[src/hdl/tnbc_pkg.sv]
// Shared types, widths and codes of the top-N record sorter.
package tnbc_pkg;

   localparam int STORE_DEPTH  = 64;
   localparam int RESULT_LIMIT = 64;
   localparam int CNT_W        = $clog2(STORE_DEPTH + 1);
   localparam int RANK_W       = 7;
   localparam int CMP_W        = (CNT_W > RANK_W) ? CNT_W : RANK_W;

   localparam int KEY_W        = 24;
   localparam int ID_W         = 16;
   localparam int VAL_W        = 14;
   localparam int ENERGY_W     = 17;
   localparam int CAT_W        = 4;
   localparam int CRIT_W       = 3;
   localparam int TOP_W        = 7;

   localparam int REQ_DATA_W   = 80;
   localparam int RSP_DATA_W   = 48;
   localparam int CSR_ADDR_W   = 2;
   localparam int CSR_DATA_W   = 7;

   localparam int DIV_STEPS    = KEY_W;
   localparam int STEP_W       = $clog2(DIV_STEPS + 1);
   localparam int RATIO_SCALE  = 100;

   localparam logic [CAT_W-1:0] CAT_OTHER = CAT_W'(10);

   localparam logic [CRIT_W-1:0] CRIT_MOISTURE = 3'd0;
   localparam logic [CRIT_W-1:0] CRIT_ENERGY   = 3'd1;
   localparam logic [CRIT_W-1:0] CRIT_PROTEIN  = 3'd2;
   localparam logic [CRIT_W-1:0] CRIT_CARB     = 3'd3;
   localparam logic [CRIT_W-1:0] CRIT_EN_PROT  = 3'd4;
   localparam logic [CRIT_W-1:0] CRIT_EN_CARB  = 3'd5;

   localparam logic [CSR_ADDR_W-1:0] CSR_CATEGORY  = 2'd0;
   localparam logic [CSR_ADDR_W-1:0] CSR_CRITERION = 2'd1;
   localparam logic [CSR_ADDR_W-1:0] CSR_TOP_COUNT = 2'd2;

   localparam logic [CAT_W-1:0]  CATEGORY_RESET  = '0;
   localparam logic [CRIT_W-1:0] CRITERION_RESET = CRIT_ENERGY;
   localparam logic [TOP_W-1:0]  TOP_COUNT_RESET = TOP_W'(64);

   typedef enum logic [2:0] {
      ST_IDLE,
      ST_DIVIDE,
      ST_INSERT,
      ST_EMIT,
      ST_NONE
   } state_type;

   typedef struct packed {
      logic             insert;
      logic             shift_up;
      logic [KEY_W-1:0] key;
      logic [ID_W-1:0]  id;
   } cell_ctl_type;

endpackage

[src/hdl/tnbc_cell.sv]
// One cell of the sorted chain: holds an entry, inserts in place or shifts toward the head.
module tnbc_cell
   import tnbc_pkg::*;
(
   input  logic             clock,
   input  cell_ctl_type     ctl,
   input  logic             occ_here,
   input  logic             occ_prev,
   input  logic             lt_prev,
   input  logic [KEY_W-1:0] prev_key,
   input  logic [ID_W-1:0]  prev_id,
   input  logic [KEY_W-1:0] next_key,
   input  logic [ID_W-1:0]  next_id,
   output logic [KEY_W-1:0] key,
   output logic [ID_W-1:0]  id,
   output logic             lt
);

   logic [KEY_W-1:0] key_ff, key_in;
   logic [ID_W-1:0]  id_ff, id_in;

   assign lt  = occ_here && (key_ff < ctl.key);
   assign key = key_ff;
   assign id  = id_ff;

   always_comb begin
      key_in = key_ff;
      id_in  = id_ff;
      if (ctl.shift_up) begin
         key_in = next_key;
         id_in  = next_id;
      end else if (ctl.insert) begin
         if (lt_prev) begin
            key_in = prev_key;
            id_in  = prev_id;
         end else if (lt || (occ_prev && !occ_here)) begin
            key_in = ctl.key;
            id_in  = ctl.id;
         end
      end
   end

   always_ff @(posedge clock) begin
      key_ff <= key_in;
      id_ff  <= id_in;
   end

endmodule

[config.mk]
export PLATFORM = sky130hd
export DESIGN_NAME = tnbc_cell
export DESIGN_NICKNAME = d
export VERILOG_FILES = /design/src/hdl/tnbc_pkg.sv /design/src/hdl/tnbc_cell.sv
export SDC_FILE = /design/constraint.sdc
export NUM_CORES = 1
export LEC_CHECK = 0
export BUFFER_PORTS_ARGS = -buffer_cell sky130_fd_sc_hd__buf_2
export CAP_MARGIN = 25
export CORE_ASPECT_RATIO = 2
export CORE_UTILIZATION = 35
export CTS_CLUSTER_SIZE = 40
export DETAILED_ROUTE_END_ITERATION = 16
export GPL_TIMING_DRIVEN = 0
export MAX_ROUTING_LAYER = met4
export PLACE_DENSITY = 0.68
export SYNTH_ARGS = -nofsm -noshare
export SYNTH_HDL_FRONTEND = slang
export SYNTH_SLANG_ARGS = --single-unit
[constraint.sdc]
create_clock -name clock -period 6.3 [get_ports clock]
set_clock_uncertainty 0.1 [all_clocks]
set_input_delay 0 -clock clock [delete_from_list [all_inputs] [get_ports clock]]
set_output_delay 0 -clock clock [all_outputs]
set_load 0.03 [all_outputs]
==> impl_metrics.env, run 1 <==
export IMPL_hpwl_um=5910
export IMPL_die_h_um=125
export IMPL_crit_type="reg -> reg"
export IMPL_critical_path_required_ns=6.18
export IMPL_cp_startpoint="key[13]"
export IMPL_grt_pass1_wl_um=13300
export IMPL_synth_xor_xnor_area_share=0
export IMPL_ctsHoldBuffers=60
export IMPL_cts_repair_resized=0
export IMPL_areaGrowthSynthToFinish_pct=64.5
export IMPL_drive_above_1_share=0.363
export IMPL_synthTopCellsByArea="edfxtp_1, mux2i_1, ha_1, o21ai_0, nand2_1"
export IMPL_p_leak_uw=0.00219
export IMPL_startpoint_type="register"
export IMPL_wl_per_cell_um=14.1
export IMPL_final_cell_mix="buf_2, dlygate4sd3_1, nand2_1, o21ai_0"
export IMPL_die_width_um=63.5
export IMPL_whs_path_depth=3
export IMPL_hold_viol_final=1
export IMPL_min_period_ns=2.90
export IMPL_use_met2=0.409
export IMPL_place_area_um2=3620
export IMPL_numClockSinks=40
export IMPL_rr_startpoint="key[13]"
export IMPL_routabilityCongestion=0.866
export IMPL_stdcell_count=585
export IMPL_port_buffers=164
export IMPL_io_pin_count=167
export IMPL_via_count=2795
export IMPL_layout_commonest_cell="buf_2"
export IMPL_overflow=0
export IMPL_period_share=0.461
export IMPL_status="complete, but fails checks"
export IMPL_setup_violations=0
export IMPL_violations="hold timing"
export IMPL_grt_max_degree=25
export IMPL_worstHoldEndpoint="id[14]"
export IMPL_worstHoldStart="ctl[14]"
export IMPL_clkLatencyLatePin_ns=0.28
export IMPL_vias_per_cell=4.78
export IMPL_cap_violations=0
export IMPL_seq_area_frac_synth=0.454
export IMPL_grt_met3_usage=0.0265
export IMPL_grt_busiest_layer="met2"
export IMPL_syn_cell_area_um2=2650
export IMPL_synth_compound_area_frac=0.132
export IMPL_slew_violations=0
export IMPL_met1_usage=0.229
export IMPL_htreeDepth=2
export IMPL_die_area_um2=7930
export IMPL_grt_pass1_vias=2960
export IMPL_syn_nets=410
export IMPL_routed_wl_um=8240
export IMPL_fin_area_um2=4350
export IMPL_initial_core_util=0.364
export IMPL_worst_slack_ns=3.40
export IMPL_root_buffer="clkbuf_16"
export IMPL_antennaDiodeCount=0
export IMPL_tightest_slew_ns=0.654
export IMPL_critical_path_peak_fanout=24
export IMPL_setup_tns_ns=0
export IMPL_cts_setup_buffers=0
export IMPL_end_kind="register"
export IMPL_r2r_setup_slack_ns=3.40
export IMPL_rsz0062_at_grt="no"
export IMPL_grtUsageTotal=0.221
export IMPL_power_density_nw_per_um2=196
export IMPL_fmax_ghz=0.345
export IMPL_drc=0
export IMPL_clk_pin_slew_ns=0.06
export IMPL_dr_pass1_iters=4
export IMPL_peakVddDrop_v=0.000153
export IMPL_crit_arrival_ns=2.78
export IMPL_synth_seq_cells=40
export IMPL_synthMuxAreaShare=0.151
export IMPL_synth_top_family_by_area="multiplexers"
export IMPL_design_core_area_um2=7270
export IMPL_pre_cts_ws_ns=3.36
export IMPL_yosysWarnings=0
export IMPL_synth_cells=261
export IMPL_worstReg2RegEnd="key[17]"
export IMPL_clk_path_buf_depth=2
export IMPL_synth_cell_types=27
export IMPL_antenna_found_initial=0
export IMPL_synth_fa_ha_area_frac=0.109
export IMPL_num_rows=44
export IMPL_synth_simple_area_share=0.0894
export IMPL_yosysTopAreaCellShare=0.454
export IMPL_nets=642
export IMPL_dr_first_iter_drc_count=87
export IMPL_antenna_left=0
export IMPL_cts_inserted_buffers=5
export IMPL_min_path_type="in -> reg"
export IMPL_dp_cells=518
export IMPL_r2r_cells=7
export IMPL_slew_limit_headroom=0.563
export IMPL_synth_avg_cell_area_um2=10.1
export IMPL_cts_tree="done"
export IMPL_synth_area_leader_cell="edfxtp_1"
export IMPL_holdWs_ns=-0.00700
[power breakdown]
group	internal [uW]	switching, uW	leakage [uW]
Sequential	330	11.4	0.000408
Combinational	123	154	0.00172
Clock	142	94.7	0.0000648
Total	594	260	0.00219
[per-layer routing]
metal,up-vias,routed length [um]
li1,1402,-
met1,1282,3060
met2,97,4670
met3,14,351
met4,0,162
met5,-,0
[worst max path at each step]
stage / end / slack [ns]
after floorplan: id[0] / 2.26
after global placement: id[6] / 1.38
after detailed placement: id[10] / 3.36
after CTS: key[17] / 3.35
after global routing: key[17] / 3.17
final: key[17] / 3.40
[Yosys cell counts (all sizes together)]
library cell	n
edfxtp	40
nand2b	1
nor2	3
a21o	1
o21a	1
a211oi	2
o211ai	2
nor3	1
nand3	2
nand4	4
nand2	44
a31oi	1
buf	4
o21ai	43
a2111oi	2
mux2i	40
a21oi	9
ha	23
inv	25
or4	1
a21boi	2
clkbuf	10
[layout make-up]
cell class / count / area [um^2]
fillers: 676 / 2910
repair buffers: 225 / 1450
multi-input cells: 182 / 1280
flip-flops and latches: 40 / 1200
clock buffers: 5 / 125
well taps: 92 / 115
inverters: 25 / 93.8
plain buffers: 14 / 77.6
clock inverters: 2 / 7.51
[logic make-up (layout without fill, tap and decap cells)]
| kind of cell | after synthesis | count (layout) |
|---|---|---|
| and+or+nand+nor | 56 | 56 |
| buffers and inverters | 39 | 271 |
| adders and majority gates | 23 | 23 |
| AOI/OAI and AO/OA | 63 | 63 |
| DFF | 40 | 40 |
| muxes | 40 | 40 |
[per-stage QoR]
step | power (uW) | util
floorplan | 492 | -
global placement | 581 | 0.493
detailed placement | 588 | 0.498
CTS | 862 | 0.599
global route | 899 | 0.599
finish | 855 | 0.599
[critical path: stages (launching register included)]
cell,delay (ns)
edfxtp_1,0.39
ha_1,0.30
a21oi_1,0.16
o21ai_0,0.11
a2111oi_1,0.42
o211ai_1,0.26
a21boi_4,0.60
buf_16,0.25
[sequential cells by signal, summed over array words and instances, names as in the netlist]
register,count
key,24
id,16
Power figures use the tool's default switching activity.
==> run 2, diff against run 1 <==
ABC_AREA = 1   (was not set)
clock period = 2.96 ns   (was 6.3 ns; I/O delays follow)
==> run 2 against run 1 <==
  * Sequential power increased by 110%
  * Wire length increased by 12%
  * Worst hold slack improved by 0.030 ns
  * Global-route usage is 2.2 points higher
  * Largest cell class unchanged
  * Synthesized cell count up 20%
  * Sequential share of layout area shrank 0.24 points
  * Clock power grew 130%
  * The run now ends clean
  * Register-to-register slack lost 3.1 ns
==> impl_metrics.env, run 2 <==
export IMPL_setup_tns_ns=0
export IMPL_synth_cell_types=20
export IMPL_port_buffers=165
export IMPL_peakVddDrop_v=0.000378
export IMPL_syn_nets=462
export IMPL_grt_pass1_vias=3242
export IMPL_layout_commonest_cell="buf_2"
export IMPL_cts_setup_buffers=0
export IMPL_synth_edf_count=40
export IMPL_critical_path_required_ns=2.85
export IMPL_cts_inserted_buffers=5
export IMPL_grt_busiest_layer="met2"
export IMPL_clkLatencyLatePin_ns=0.29
export IMPL_areaGrowthSynthToFinish_pct=64.0
export IMPL_antenna_found_initial=0
export IMPL_rsz0062_at_grt="no"
export IMPL_seq_area_frac_synth=0.448
export IMPL_drc=0
export IMPL_cp_endpoint="key[6]"
export IMPL_fmax_ghz=0.370
export IMPL_min_path_type="in -> reg"
export IMPL_synth_area_leader_cell="edfxtp_1"
export IMPL_antennaDiodeCount=0
export IMPL_synth_cells=313
export IMPL_routed_wl_um=9240
export IMPL_power_density_nw_per_um2=425
export IMPL_cap_violations=0
export IMPL_routabilityCongestion=0.802
export IMPL_cts_tree="done"
export IMPL_hold_viol_final=0
export IMPL_finish_utilization=0.600
export IMPL_die_width_um=63.9
export IMPL_synth_avg_cell_area_um2=8.56
export IMPL_vias_per_cell=4.88
export IMPL_grt_pass1_wl_um=14600
export IMPL_io_pin_count=167
export IMPL_syn_cell_area_um2=2680
export IMPL_yosysTopAreaCellShare=0.448
export IMPL_tightest_slew_ns=0.881
export IMPL_nets=694
export IMPL_root_buffer="clkbuf_16"
export IMPL_numClockSinks=40
export IMPL_initial_core_util=0.366
export IMPL_grt_met3_usage=0.0308
export IMPL_dp_cells=571
export IMPL_synthTopCellsByCount="nand2_1, a21oi_1, edfxtp_1"
export IMPL_slew_limit_headroom=0.411
export IMPL_min_period_ns=2.70
export IMPL_synth_most_common_cell="nand2_1"
export IMPL_dr_pass1_iters=4
export IMPL_end_kind="register"
export IMPL_startpoint_type="register"
export IMPL_holdWs_ns=0.0229
export IMPL_r2r_cells=9
export IMPL_p_leak_uw=0.00214
export IMPL_crit_arrival_ns=2.59
export IMPL_synthTopCellsByArea="edfxtp_1, ha_1, nand2_1, a21oi_1, o211ai_1"
export IMPL_via_count=3116
export IMPL_drive_above_1_share=0.350
export IMPL_htreeDepth=2
export IMPL_clk_pin_slew_ns=0.06
export IMPL_overflow=0
export IMPL_r2r_setup_slack_ns=0.26
export IMPL_die_area_um2=8030
export IMPL_slew_violations=0
export IMPL_clk_path_buf_depth=2
export IMPL_largest_reg_flops=24
export IMPL_async_flop_share=0
export IMPL_antenna_left=0
export IMPL_use_met2=0.466
export IMPL_yosysWarnings=0
export IMPL_dr_first_iter_drc_count=135
export IMPL_wl_per_cell_um=14.5
export IMPL_die_h_um=126
export IMPL_final_cell_mix="buf_2, nand2_1, dlygate4sd3_1, a21oi_1, edfxtp_1"
export IMPL_hpwl_um=6450
export IMPL_critical_path_peak_fanout=23
export IMPL_cp_startpoint="key[5]"
export IMPL_worstReg2RegEnd="key[6]"
export IMPL_design_core_area_um2=7320
export IMPL_met1_usage=0.229
export IMPL_rr_startpoint="key[5]"
export IMPL_grtUsageTotal=0.243
export IMPL_period_share=0.912
export IMPL_setup_violations=0
export IMPL_num_rows=44
export IMPL_ys_flop_type="edfxtp_1"
export IMPL_stdcell_count=638
export IMPL_crit_type="reg -> reg"
export IMPL_synth_seq_cells=40
export IMPL_grt_max_degree=24
export IMPL_status="complete, no violations"
## run 2: final cells by class
| type | instances | area, um^2 |
|---|---|---|
| Timing Repair Buffer | 225 | 1440 |
| Sequential cell | 40 | 1200 |
| Inverter | 35 | 133 |
| Multi-Input combinational cell | 222 | 1280 |
| Buffer | 16 | 75.1 |
| Tap cell | 92 | 115 |
| Clock inverter | 3 | 18.8 |
| Fill cell | 666 | 2930 |
| Clock buffer | 5 | 125 |
## run 2: how the worst min path moves through the flow
stage / endpoint / slack [ns] / start / depth (start not counted)
after global routing: key[21] / 0.04 / prev_key[21] / 4
after global placement: key[1] / 0.17 / next_key[1] / 2
after floorplan: key[10] / 0.09 / next_key[10] / 1
after CTS: key[13] / 0.02 / prev_key[13] / 4
after detailed placement: key[7] / 0.18 / next_key[7] / 2
final: key[16] / 0.02 / prev_key[16] / 4
## run 2: kinds of logic after synthesis
logic type | after synthesis | synth area share
DFF | 40 | 0.448
and+or+nand+nor | 111 | 0.162
AOI/OAI and AO/OA | 88 | 0.205
buffers and inverters | 51 | 0.0775
adders and majority gates | 23 | 0.107
## run 2: critical path, cell delays in order (launching register included)
cell and delay (ns):
edfxtp_1 0.42, ha_1 0.32, a21oi_1 0.14, nor2_1 0.05, nor3_1 0.14, nand2_1 0.10, nand2_1 0.06, nand2_1 0.10
a21oi_4 0.73, buf_16 0.24
## run 2: metrics by stage
| stage | total power (uW) | setup WS, ns | instance area, um^2 |
|---|---|---|---|
| after global routing | 1950 | 0.0289 | 4390 |
| final | 1870 | 0.260 | 4390 |
| after floorplan | 1060 | 0.362 | 2690 |
| after CTS | 1880 | 0.204 | 4390 |
| after global placement | 1250 | -0.00732 | 3630 |
| after detailed placement | 1260 | 0.214 | 3660 |
## run 2: power breakdown
group          leakage (uW)  total, uW  internal (uW)  switching (uW)
clock             0.0000635        539            309             230
combinational       0.00168        602            260             342
sequential         0.000396        725            699            25.5
## run 2: repair_timing
action	in CTS	in global routing
resized for setup	0	0
hold endpoints to repair	40	0
hold buffers	59	0
## run 2: routing by layer
layer | vias up | share of wire
met5 | - | 0
met4 | 0 | 0.037
met3 | 25 | 0.040
met2 | 123 | 0.56
met1 | 1433 | 0.36
li1 | 1535 | -
