### config.mk
export PLATFORM = sky130hd
export DESIGN_NAME = tnbc_div
export DESIGN_NICKNAME = d
export VERILOG_FILES = /design/src/hdl/tnbc_pkg.sv /design/src/hdl/tnbc_div.sv
export SDC_FILE = /design/constraint.sdc
export NUM_CORES = 1
export LEC_CHECK = 0
export BUFFER_PORTS_ARGS = -buffer_cell sky130_fd_sc_hd__buf_2
export CORE_ASPECT_RATIO = 1.25
export CORE_MARGIN = 8
export CORE_UTILIZATION = 38
export CTS_CLUSTER_SIZE = 10
export DETAILED_ROUTE_END_ITERATION = 10
export PLACE_DENSITY = 0.63
export SETUP_SLACK_MARGIN = 0.05
export SLEW_MARGIN = 25
export SYNTH_ARGS = -nofsm -noshare
export SYNTH_HDL_FRONTEND = slang
export SYNTH_SLANG_ARGS = --single-unit
### constraint.sdc
create_clock -name clock -period 5 [get_ports clock]
set_input_delay 1 -clock clock [delete_from_list [all_inputs] [get_ports clock]]
set_output_delay 1 -clock clock [all_outputs]
set_load 0.05 [all_outputs]
### src/hdl/tnbc_pkg.sv
// Shared types, widths and codes of the top-N record sorter.
package tnbc_pkg;

   localparam int STORE_DEPTH  = 64;
   localparam int RESULT_LIMIT = 64;
   localparam int CNT_W        = $clog2(STORE_DEPTH + 1);
   localparam int RANK_W       = 7;
   localparam int CMP_W        = (CNT_W > RANK_W) ? CNT_W : RANK_W;

   localparam int KEY_W        = 24;
   localparam int ID_W         = 16;
   localparam int VAL_W        = 14;
   localparam int ENERGY_W     = 17;
   localparam int CAT_W        = 4;
   localparam int CRIT_W       = 3;
   localparam int TOP_W        = 7;

   localparam int REQ_DATA_W   = 80;
   localparam int RSP_DATA_W   = 48;
   localparam int CSR_ADDR_W   = 2;
   localparam int CSR_DATA_W   = 7;

   localparam int DIV_STEPS    = KEY_W;
   localparam int STEP_W       = $clog2(DIV_STEPS + 1);
   localparam int RATIO_SCALE  = 100;

   localparam logic [CAT_W-1:0] CAT_OTHER = CAT_W'(10);

   localparam logic [CRIT_W-1:0] CRIT_MOISTURE = 3'd0;
   localparam logic [CRIT_W-1:0] CRIT_ENERGY   = 3'd1;
   localparam logic [CRIT_W-1:0] CRIT_PROTEIN  = 3'd2;
   localparam logic [CRIT_W-1:0] CRIT_CARB     = 3'd3;
   localparam logic [CRIT_W-1:0] CRIT_EN_PROT  = 3'd4;
   localparam logic [CRIT_W-1:0] CRIT_EN_CARB  = 3'd5;

   localparam logic [CSR_ADDR_W-1:0] CSR_CATEGORY  = 2'd0;
   localparam logic [CSR_ADDR_W-1:0] CSR_CRITERION = 2'd1;
   localparam logic [CSR_ADDR_W-1:0] CSR_TOP_COUNT = 2'd2;

   localparam logic [CAT_W-1:0]  CATEGORY_RESET  = '0;
   localparam logic [CRIT_W-1:0] CRITERION_RESET = CRIT_ENERGY;
   localparam logic [TOP_W-1:0]  TOP_COUNT_RESET = TOP_W'(64);

   typedef enum logic [2:0] {
      ST_IDLE,
      ST_DIVIDE,
      ST_INSERT,
      ST_EMIT,
      ST_NONE
   } state_type;

   typedef struct packed {
      logic             insert;
      logic             shift_up;
      logic [KEY_W-1:0] key;
      logic [ID_W-1:0]  id;
   } cell_ctl_type;

endpackage

### src/hdl/tnbc_div.sv
// Restoring divider that forms one quotient bit per cycle for the ratio keys.
module tnbc_div
   import tnbc_pkg::*;
(
   input  logic             clock,
   input  logic             reset,
   input  logic             start,
   input  logic [KEY_W-1:0] dividend,
   input  logic [VAL_W-1:0] divisor,
   output logic             done,
   output logic [KEY_W-1:0] quotient
);

   logic [STEP_W-1:0] steps_ff, steps_in;
   logic [KEY_W-1:0]  q_ff, q_in;
   logic [VAL_W-1:0]  rem_ff, rem_in;
   logic [VAL_W-1:0]  den_ff, den_in;
   logic [VAL_W:0]    trial;
   logic [VAL_W:0]    diff;
   logic              ge;

   assign trial    = {rem_ff, q_ff[KEY_W-1]};
   assign ge       = trial >= {1'b0, den_ff};
   assign diff     = trial - {1'b0, den_ff};
   assign done     = steps_ff == STEP_W'(1);
   assign quotient = q_ff;

   always_comb begin
      steps_in = steps_ff;
      q_in     = q_ff;
      rem_in   = rem_ff;
      den_in   = den_ff;
      if (start) begin
         steps_in = STEP_W'(DIV_STEPS);
         q_in     = dividend;
         rem_in   = '0;
         den_in   = divisor;
      end else if (steps_ff != '0) begin
         steps_in = steps_ff - STEP_W'(1);
         q_in     = {q_ff[KEY_W-2:0], ge};
         rem_in   = ge ? diff[VAL_W-1:0] : trial[VAL_W-1:0];
      end
   end

   always_ff @(posedge clock) begin
      if (reset) begin
         steps_ff <= '0;
      end else begin
         steps_ff <= steps_in;
      end
   end

   always_ff @(posedge clock) begin
      q_ff   <= q_in;
      rem_ff <= rem_in;
      den_ff <= den_in;
   end

endmodule

==> flow_summary.yaml, run 1 <==
route:
  drc: 0
  vias: 2404
  drt_iter0_markers: 138
  wirelength_met1_mm: 3.20
  dr.max_layer_used: "met4"
  ant_nets: 0
  wirelength_mm: 7.05
  detail_route.vias_per_cell: 5.33
  wl_met2_mm: 3.34
  dr_wl_met3_um: 400
  wire_per_inst_um: 15.6
  firstDrtPassIters: 5
yosys:
  synth.area.top_cells: "edfxtp_1, dfxtp_1, mux2_2, ha_1, nor2_1"
  synth_cell_type_count: 59
  avgSynthCellArea_um2: 11.3
  yosysTopAreaCellShare_pct: 35.3
  synth-async-reset-ratio_pct: 0
  synth-seq-cells: 57
  netlist_instances: 287
  synth_most_common_cell: "edfxtp_1"
  syn-num-nets: 346
  synth_flop_cell: "edfxtp_1"
  syn-cell-area_mm2: 0.00323
  synth_edf_count: 38
  synth_common_cells: "edfxtp_1, nor2_1, mux2_2"
  ys_warn_count: 0
  yosys.area.top_type: "edfxtp_1"
  ys_seq_area_share_pct: 47.0
global_route:
  grt_usage_pct: 12.8
  grt_antenna_before_repair: 0
  grt_max_degree: 60
  grt_overflow: 0
  grt_pass1_vias: 2545
  grt_pass1_wl_mm: 12.1
clock_tree:
  cts_tree: "yes"
  root_buffer: "clkbuf_8"
  clk_latency_ps: 330
  clockBufferDepth: 2
  post_cts_buffers: 0
  cts_sinks: 57
  cts_hold_buf: 0
  cts-buffers-inserted: 9
  cts_max_level: 3
  cts_resized: 0
  clk_pin_slew_ps: 60
die:
  core-area_mm2: 0.00824
  dieArea_mm2: 0.0117
  floorplan.die.height_um: 119
  die_w_um: 98.5
  top_level_ports: 66
  rows: 37
  start_util_pct: 39.2
setup_path:
  timing.rr.end: "rem_ff[1]"
  regToRegSetupSlack_ps: 2260
  cp_max_fo: 15
  arrival_ps: 2900
  path_buf_inv: 1
  r2r_start: "den_ff[9]"
  reg2reg_depth: 8
  crit_path_max_incr_delay_ps: 700
  path_cells: "inv_1 -> ha_1 -> and3_4 -> nand4_4 -> o31ai_4 -> o41a_1 -> mux2i_1 -> a211oi_1"
  crit_end: "rem_ff[1]"
  cp.depth: 8
  setup.worst_path.start: "den_ff[9]"
  startpoint_type: "flop"
  crit_path_top_delay_cell: "o41a_1"
  critPathRequiredTime_ps: 5170
  path_class: "reg -> reg"
  cp-end-kind: "flop"
  cp_top_family: "compound AO/OA/AOI/OAI gates"
power_and_ir_drop:
  total_power_uw: 1820
  power_density_mw_per_mm2: 481
  p_leak_uw: 0.00160
  ir_drop_uv: 253
min_path:
  min_path_type: "reg -> reg"
sta:
  max_freq_mhz: 365
  fin_crit_ps: 2740
  max_slew_margin_pct: 38.9
  drv_slew: 0
  hold_viol: 0
  fin_ws_ps: 2260
  whs_ps: 477
  rsz0062_at_grt: "false"
  finalClockSkew_ps: 5.70
  setup_viol: 0
  tns_ps: 0
  fin_crit_sh_pct: 54.7
  worstMarginPinSlew_ps: 914
placed_design:
  finalWeightedCongestion: 0.856
  port-buffer-count: 65
  pre_cts_ws_ps: 2180
  hpwl_mm: 5.10
cells_and_area:
  num-fill-cells: 771
  drive_above_1_share_pct: 32.2
  seq_area_mm2: 0.00152
  area_growth_pct: 17.0
  multiInputGateArea_mm2: 0.00155
  fin_nets: 408
  antennaDiodeCount: 0
status:
  status: "completed"
job:
  cap_violations: 0
## routing by layer
| metal | vias up | track usage, % |
|---|---|---|
| li1 | 1197 | - |
| met1 | 1120 | 14.6 |
| met2 | 77 | 20.8 |
| met3 | 10 | 4.60 |
| met4 | 0 | 6.26 |
| met5 | - | 0 |
## per-stage QoR
| step | instance area [um2] | instances | util, % |
|---|---|---|---|
| 6_report | 3780 | 451 | 45.9 |
| 2_1_floorplan | 3230 | 287 | - |
| 5_1_grt | 3780 | 451 | 45.9 |
| 4_1_cts | 3780 | 451 | 45.9 |
| 3_3_place_gp | 3600 | 435 | 43.7 |
| 3_5_place_dp | 3600 | 435 | 43.7 |
## worst min-delay path: cells and delay by family (launching register included)
kind	cells	cell delay, ps
AO/OA/AOI/OAI	2	120
flip-flops	1	330
## how the worst min path moves through the flow
| stage | start | depth (start not counted) | slack, ps | to |
|---|---|---|---|---|
| floorplan | rem_ff[13] | 2 | 440 | rem_ff[13] |
| global placement | rem_ff[13] | 2 | 450 | rem_ff[13] |
| detailed placement | rem_ff[13] | 2 | 470 | rem_ff[13] |
| CTS | rem_ff[13] | 2 | 480 | rem_ff[13] |
| global route | rem_ff[13] | 2 | 510 | rem_ff[13] |
| finish | rem_ff[13] | 2 | 480 | rem_ff[13] |
## power breakdown
group	leakage, uW	switching [uW]	internal (uW)
Combinational	0.000971	484	284
Clock	0.0000904	179	219
Sequential	0.000544	51.8	600
## cell usage in the layout, fill, tap and decap left out, types with 2 or more instances in the layout
master	count
a211oi_1	7
a21o_1	7
a21oi_1	7
a21oi_2	2
a311oi_1	3
a311oi_2	2
a31oi_1	5
buf_2	65
clkbuf_1	2
clkbuf_8	12
dfxtp_1	19
edfxtp_1	38
ha_1	17
inv_1	19
mux2_2	23
mux2i_1	5
nand2_1	15
nand3_1	6
nand3b_1	2
nor2_1	25
nor2b_1	2
nor3_1	8
nor4_1	2
o21a_1	5
o21ai_0	10
o31ai_1	3
xnor2_1	8
xor2_1	3
## area by class of cell
class / count / area share (%)
Clock buffer: 14 / 4.56
Sequential cell: 57 / 40.2
Multi-Input combinational cell: 196 / 41.0
Tap cell: 97 / 3.21
Clock inverter: 2 / 0.298
Timing Repair Buffer: 66 / 8.80
Inverter: 19 / 1.88
## kinds of logic (layout without fill, tap and decap cells)
family                     count (synthesis)  in the layout  synth area share (%)
AOI/OAI and AO/OA                         70             70                  17.7
and+or+nand+nor                           69             69                  10.6
DFF                                       57             57                  47.0
buffers and inverters                     34            101                  4.95
muxes                                     28             28                  9.56
adders and majority gates                 18             18                  7.20
xor gates and xnor gates                  11             11                  2.98
## registers in the layout (all words and copies together) (netlist names)
register / flops
steps_ff: 5
rem_ff: 14
quotient: 24
den_ff: 14
(Power assumes the default switching activity.)
==> run 2, diff against run 1 <==
Clock period 5 ns to 2.7 ns, I/O delays scaled along.
==> run 2 against run 1 <==
Worst hold slack lost 100 ps. Final cell count grew 1.8%. Critical path depth grew 1. Die area is the same. Largest power group unchanged. Highest routed layer unchanged.
==> flow_summary.yaml, run 2 (same netlist as run 1, synthesis figures left out) <==
setup_path:
  crit_end: "rem_ff[1]"
  path_buf_inv: 2
  path_class: "reg -> reg"
  cp-end-kind: "flop"
  crit_path_max_incr_delay_ps: 480
  reg2reg_depth: 9
  setup.worst_path.start: "den_ff[8]"
  crit_path_top_delay_cell: "o41a_1"
  path_cells: "inv_1 -> ha_2 -> a21o_1 -> a311oi_2 -> nor2_2 -> o41a_1 -> buf_4 -> mux2i_1 -> a211oi_1"
  regToRegSetupSlack_ps: 170
  cp.depth: 9
  cp_top_family: "compound AO/OA/AOI/OAI gates"
  critPathRequiredTime_ps: 2940
  startpoint_type: "flop"
  arrival_ps: 2770
  r2r_start: "den_ff[8]"
  cp_max_fo: 8
  timing.rr.end: "rem_ff[1]"
global_route:
  grt_pass1_vias: 2522
  grt_usage_pct: 12.4
  grt_pass1_wl_mm: 11.8
  grt_max_degree: 60
  grt_antenna_before_repair: 0
  grt_overflow: 0
clock_tree:
  clk_latency_ps: 340
  cts_hold_buf: 0
  root_buffer: "clkbuf_8"
  cts_tree: "yes"
  clockBufferDepth: 2
  cts_sinks: 57
  cts-buffers-inserted: 9
  cts_max_level: 3
  clk_pin_slew_ps: 60
cells_and_area:
  multiInputGateArea_mm2: 0.00156
  largest_reg_flops: 24
  drive_above_1_share_pct: 34.3
  final_common_cell: "buf_2"
  fin_nets: 416
  area_growth_pct: 19.9
  num-fill-cells: 763
  antennaDiodeCount: 0
  layout_common_cells: "buf_2, edfxtp_1, nor2_1, mux2_2"
  seq_area_mm2: 0.00152
sta:
  hold_viol: 0
  fin_crit_ps: 2530
  max_freq_mhz: 395
  tns_ps: 0
  finalClockSkew_ps: 7.37
  fin_crit_sh_pct: 93.7
  rsz0062_at_grt: "false"
  whs_ps: 374
  drv_slew: 0
  worstMarginPinSlew_ps: 897
  setup_viol: 0
  max_slew_margin_pct: 40.1
job:
  cap_violations: 0
route:
  wirelength_mm: 7.11
  ant_nets: 0
  detail_route.vias_per_cell: 5.28
  drt_iter0_markers: 160
  wire_per_inst_um: 15.5
  drc: 0
  firstDrtPassIters: 4
  vias: 2424
power_and_ir_drop:
  p_leak_uw: 0.00166
  power_density_mw_per_mm2: 913
  ir_drop_uv: 511
die:
  dieArea_mm2: 0.0117
  top_level_ports: 66
  rows: 37
  core-area_mm2: 0.00824
  start_util_pct: 39.2
  die_w_um: 98.5
  floorplan.die.height_um: 119
placed_design:
  hpwl_mm: 5.09
  finalWeightedCongestion: 0.871
  port-buffer-count: 65
min_path:
  min_path_type: "in -> reg"
status:
  status: "completed"
[run 2: cell types whose count changed in the layout (fill, tap and decap cells not counted), sizes merged]
cell	previous run	this run
clkinv	1	4
buf	66	74
clkbuf	14	9
bufinv	0	2
[run 2: cell type report]
cell class              instances  share of cell area (%)
multi-input cells             196                    40.3
clock buffers                   9                    3.19
flip-flops and latches         57                    39.2
well taps                      97                    3.13
clock inverters                 7                    2.19
repair buffers                 74                    10.1
inverters                      19                    1.84
[run 2: routing by layer]
metal  track usage [%]  part of all wire [%]  vias up
li1                  -                     -     1215
met1              13.8                    44     1119
met2              19.2                    46       78
met3              6.18                   9.1       12
met4              5.77                   1.7        0
met5                 0                     0        -
[run 2: worst min path at each step]
stage | from | end | slack [ps] | cells after the start
floorplan | rem_ff[13] | rem_ff[13] | 440 | 2
global placement | rem_ff[13] | rem_ff[13] | 460 | 2
detailed placement | rem_ff[13] | rem_ff[13] | 470 | 2
CTS | divisor[7] | den_ff[7] | 360 | 1
global route | divisor[11] | den_ff[11] | 350 | 1
finish | divisor[11] | den_ff[11] | 370 | 1
[run 2: power breakdown]
group	leakage [uW]	switching [uW]	internal (uW)
Combinational	0.00101	907	571
Sequential	0.000544	99.4	1110
Clock	0.000104	344	509
Total	0.00166	1350	2190
[run 2: repair_timing]
item | CTS | global route
setup buffers | 0 | 1
resized for setup | 0 | 2
setup endpoints to repair | 0 | 4
[run 2: per-stage QoR]
stage | power, uW | utilization [%] | area, um2 | worst slack (ps) | instances
finish | 3540 | 47.1 | 3880 | 170 | 459
detailed placement | 2680 | 44.3 | 3650 | 188 | 442
global placement | 2680 | 44.3 | 3650 | 199 | 442
CTS | 3560 | 46.9 | 3860 | 157 | 458
floorplan | 2390 | - | 3230 | 198 | 287
global route | 3760 | 47.1 | 3880 | 57.6 | 459
==> run 3, diff against run 2 <==
Settings changed: BUFFER_PORTS_ARGS -buffer_cell sky130_fd_sc_hd__buf_2 to default, CORE_UTILIZATION 38 to 48, DONT_BUFFER_PORTS from default to 1, PLACE_DENSITY 0.63 to 0.67, SETUP_SLACK_MARGIN 0.05 to 0.5.
==> run 3 against run 2 <==
First-iteration DRC count fell by 23%. Sequential share of layout area is 1.3 points lower. Setup slack improved by 230 ps. Sequential power increased by 22%. Critical endpoint is now rem_ff[6]. Largest cell class unchanged. Largest power group unchanged. Highest routed layer unchanged.
==> flow_summary.yaml, run 3 (same netlist as run 1, synthesis figures left out) <==
sta:
  setup_viol: 0
  hold_viol: 0
  worstMarginPinSlew_ps: 876
  rsz0062_at_grt: "true"
  drv_slew: 0
  finalClockSkew_ps: 8.71
  tns_ps: 0
  max_freq_mhz: 434
  max_slew_margin_pct: 41.5
  fin_crit_sh_pct: 85.2
  fin_crit_ps: 2300
global_route:
  grt_pass1_wl_mm: 11.7
  grt_usage_pct: 15.6
  grt_overflow: 0
  grt_pass1_vias: 2458
  grt_antenna_before_repair: 0
  grt_max_degree: 61
die:
  die_w_um: 89.4
  start_util_pct: 49.3
  core-area_mm2: 0.00657
  top_level_ports: 66
  rows: 33
  dieArea_mm2: 0.00964
  floorplan.die.height_um: 108
clock_tree:
  root_buffer: "clkbuf_8"
  clk_latency_ps: 340
  clockBufferDepth: 2
  cts-buffers-inserted: 9
  cts_hold_buf: 0
  cts_sinks: 57
  clk_pin_slew_ps: 70
  cts_tree: "yes"
  cts_max_level: 3
placed_design:
  port-buffer-count: 0
  hpwl_mm: 4.91
  place_area_mm2: 0.00334
  finalWeightedCongestion: 0.914
route:
  detail_route.vias_per_cell: 5.70
  wirelength_mm: 7.35
  wire_per_inst_um: 17.8
  drc: 0
  vias: 2355
  ant_nets: 0
  drt_iter0_markers: 123
  firstDrtPassIters: 4
setup_path:
  startpoint_type: "flop"
  reg2reg_depth: 8
  path_class: "reg -> reg"
  critPathRequiredTime_ps: 2980
  r2r_start: "rem_ff[5]"
  regToRegSetupSlack_ps: 400
  arrival_ps: 2580
  timing.rr.end: "rem_ff[6]"
  cp_max_fo: 5
  cp-end-kind: "flop"
power_and_ir_drop:
  power_density_mw_per_mm2: 996
  ir_drop_uv: 528
  p_leak_uw: 0.00158
cells_and_area:
  final_util_pct: 61.1
  final_area_mm2: 0.00401
  drive_above_1_share_pct: 35.0
  layout_common_cells: "edfxtp_1, buf_4, nor2_1, mux2_2, dfxtp_1"
  antennaDiodeCount: 0
  largest_reg_flops: 24
  area_growth_pct: 24.0
  final_common_cell: "edfxtp_1"
  fin_nets: 380
min_path:
  hp-start: "reset"
  hold_path_depth: 1
  min_path_type: "in -> reg"
  min_to: "steps_ff[3]"
status:
  status: "completed"
job:
  cap_violations: 0
-- run 3: worst max path at each step --
stage,startpoint,to,slack (ps)
floorplan,quotient[23],rem_ff[6],420
CTS,den_ff[6],rem_ff[6],390
detailed placement,den_ff[3],rem_ff[6],310
global placement,den_ff[10],rem_ff[4],350
finish,rem_ff[5],rem_ff[6],400
global route,den_ff[1],rem_ff[6],270
-- run 3: area by class of cell --
type                    instances  area, um2
multi-input cells             196       1730
fillers                       526       2550
inverters                      19       71.3
well taps                      87        109
clock inverters                 7        118
repair buffers                 38        342
flip-flops and latches         57       1520
clock buffers                   9        124
-- run 3: where the power goes --
part,internal [uW],total (uW),switching [uW]
Sequential,1120,1480,362
Clock,614,973,359
Combinational,806,1550,739
Total,2540,4000,1460
-- run 3: per-layer routing --
metal	vias to the layer above	routed length, um	GRT usage (%)
met4	0	186	7.75
met2	72	3690	25.7
met5	-	0	0
li1	1140	-	-
met3	16	578	6.95
met1	1127	2900	16.5
-- run 3: stage by stage --
step                worst slack [ps]  total power (uW)  cells  hold slack, ps
finish                           398              4000    413             262
global route                     268              4200    413             235
CTS                              386              3770    392             243
detailed placement               314              2630    367             456
global placement                 354              2610    367             451
floorplan                        416              2400    287             437
-- run 3: critical path, stage by stage, from the launching register on --
cell      delay [ps]
dfxtp_1          430
ha_4             240
a21o_4           220
a311oi_2         270
nor2_2            70
o41a_1           420
buf_12           180
a311oi_2         240
o31a_1           160
-- run 3: timing repair --
item                                   in CTS  in global routing
cloned                                      1                  0
setup endpoints to repair                  14                 15
setup buffers                               8                 21
pin swaps                                  14                 24
gates resized for setup                    13                 23
endpoints found under the hold margin       0                  0
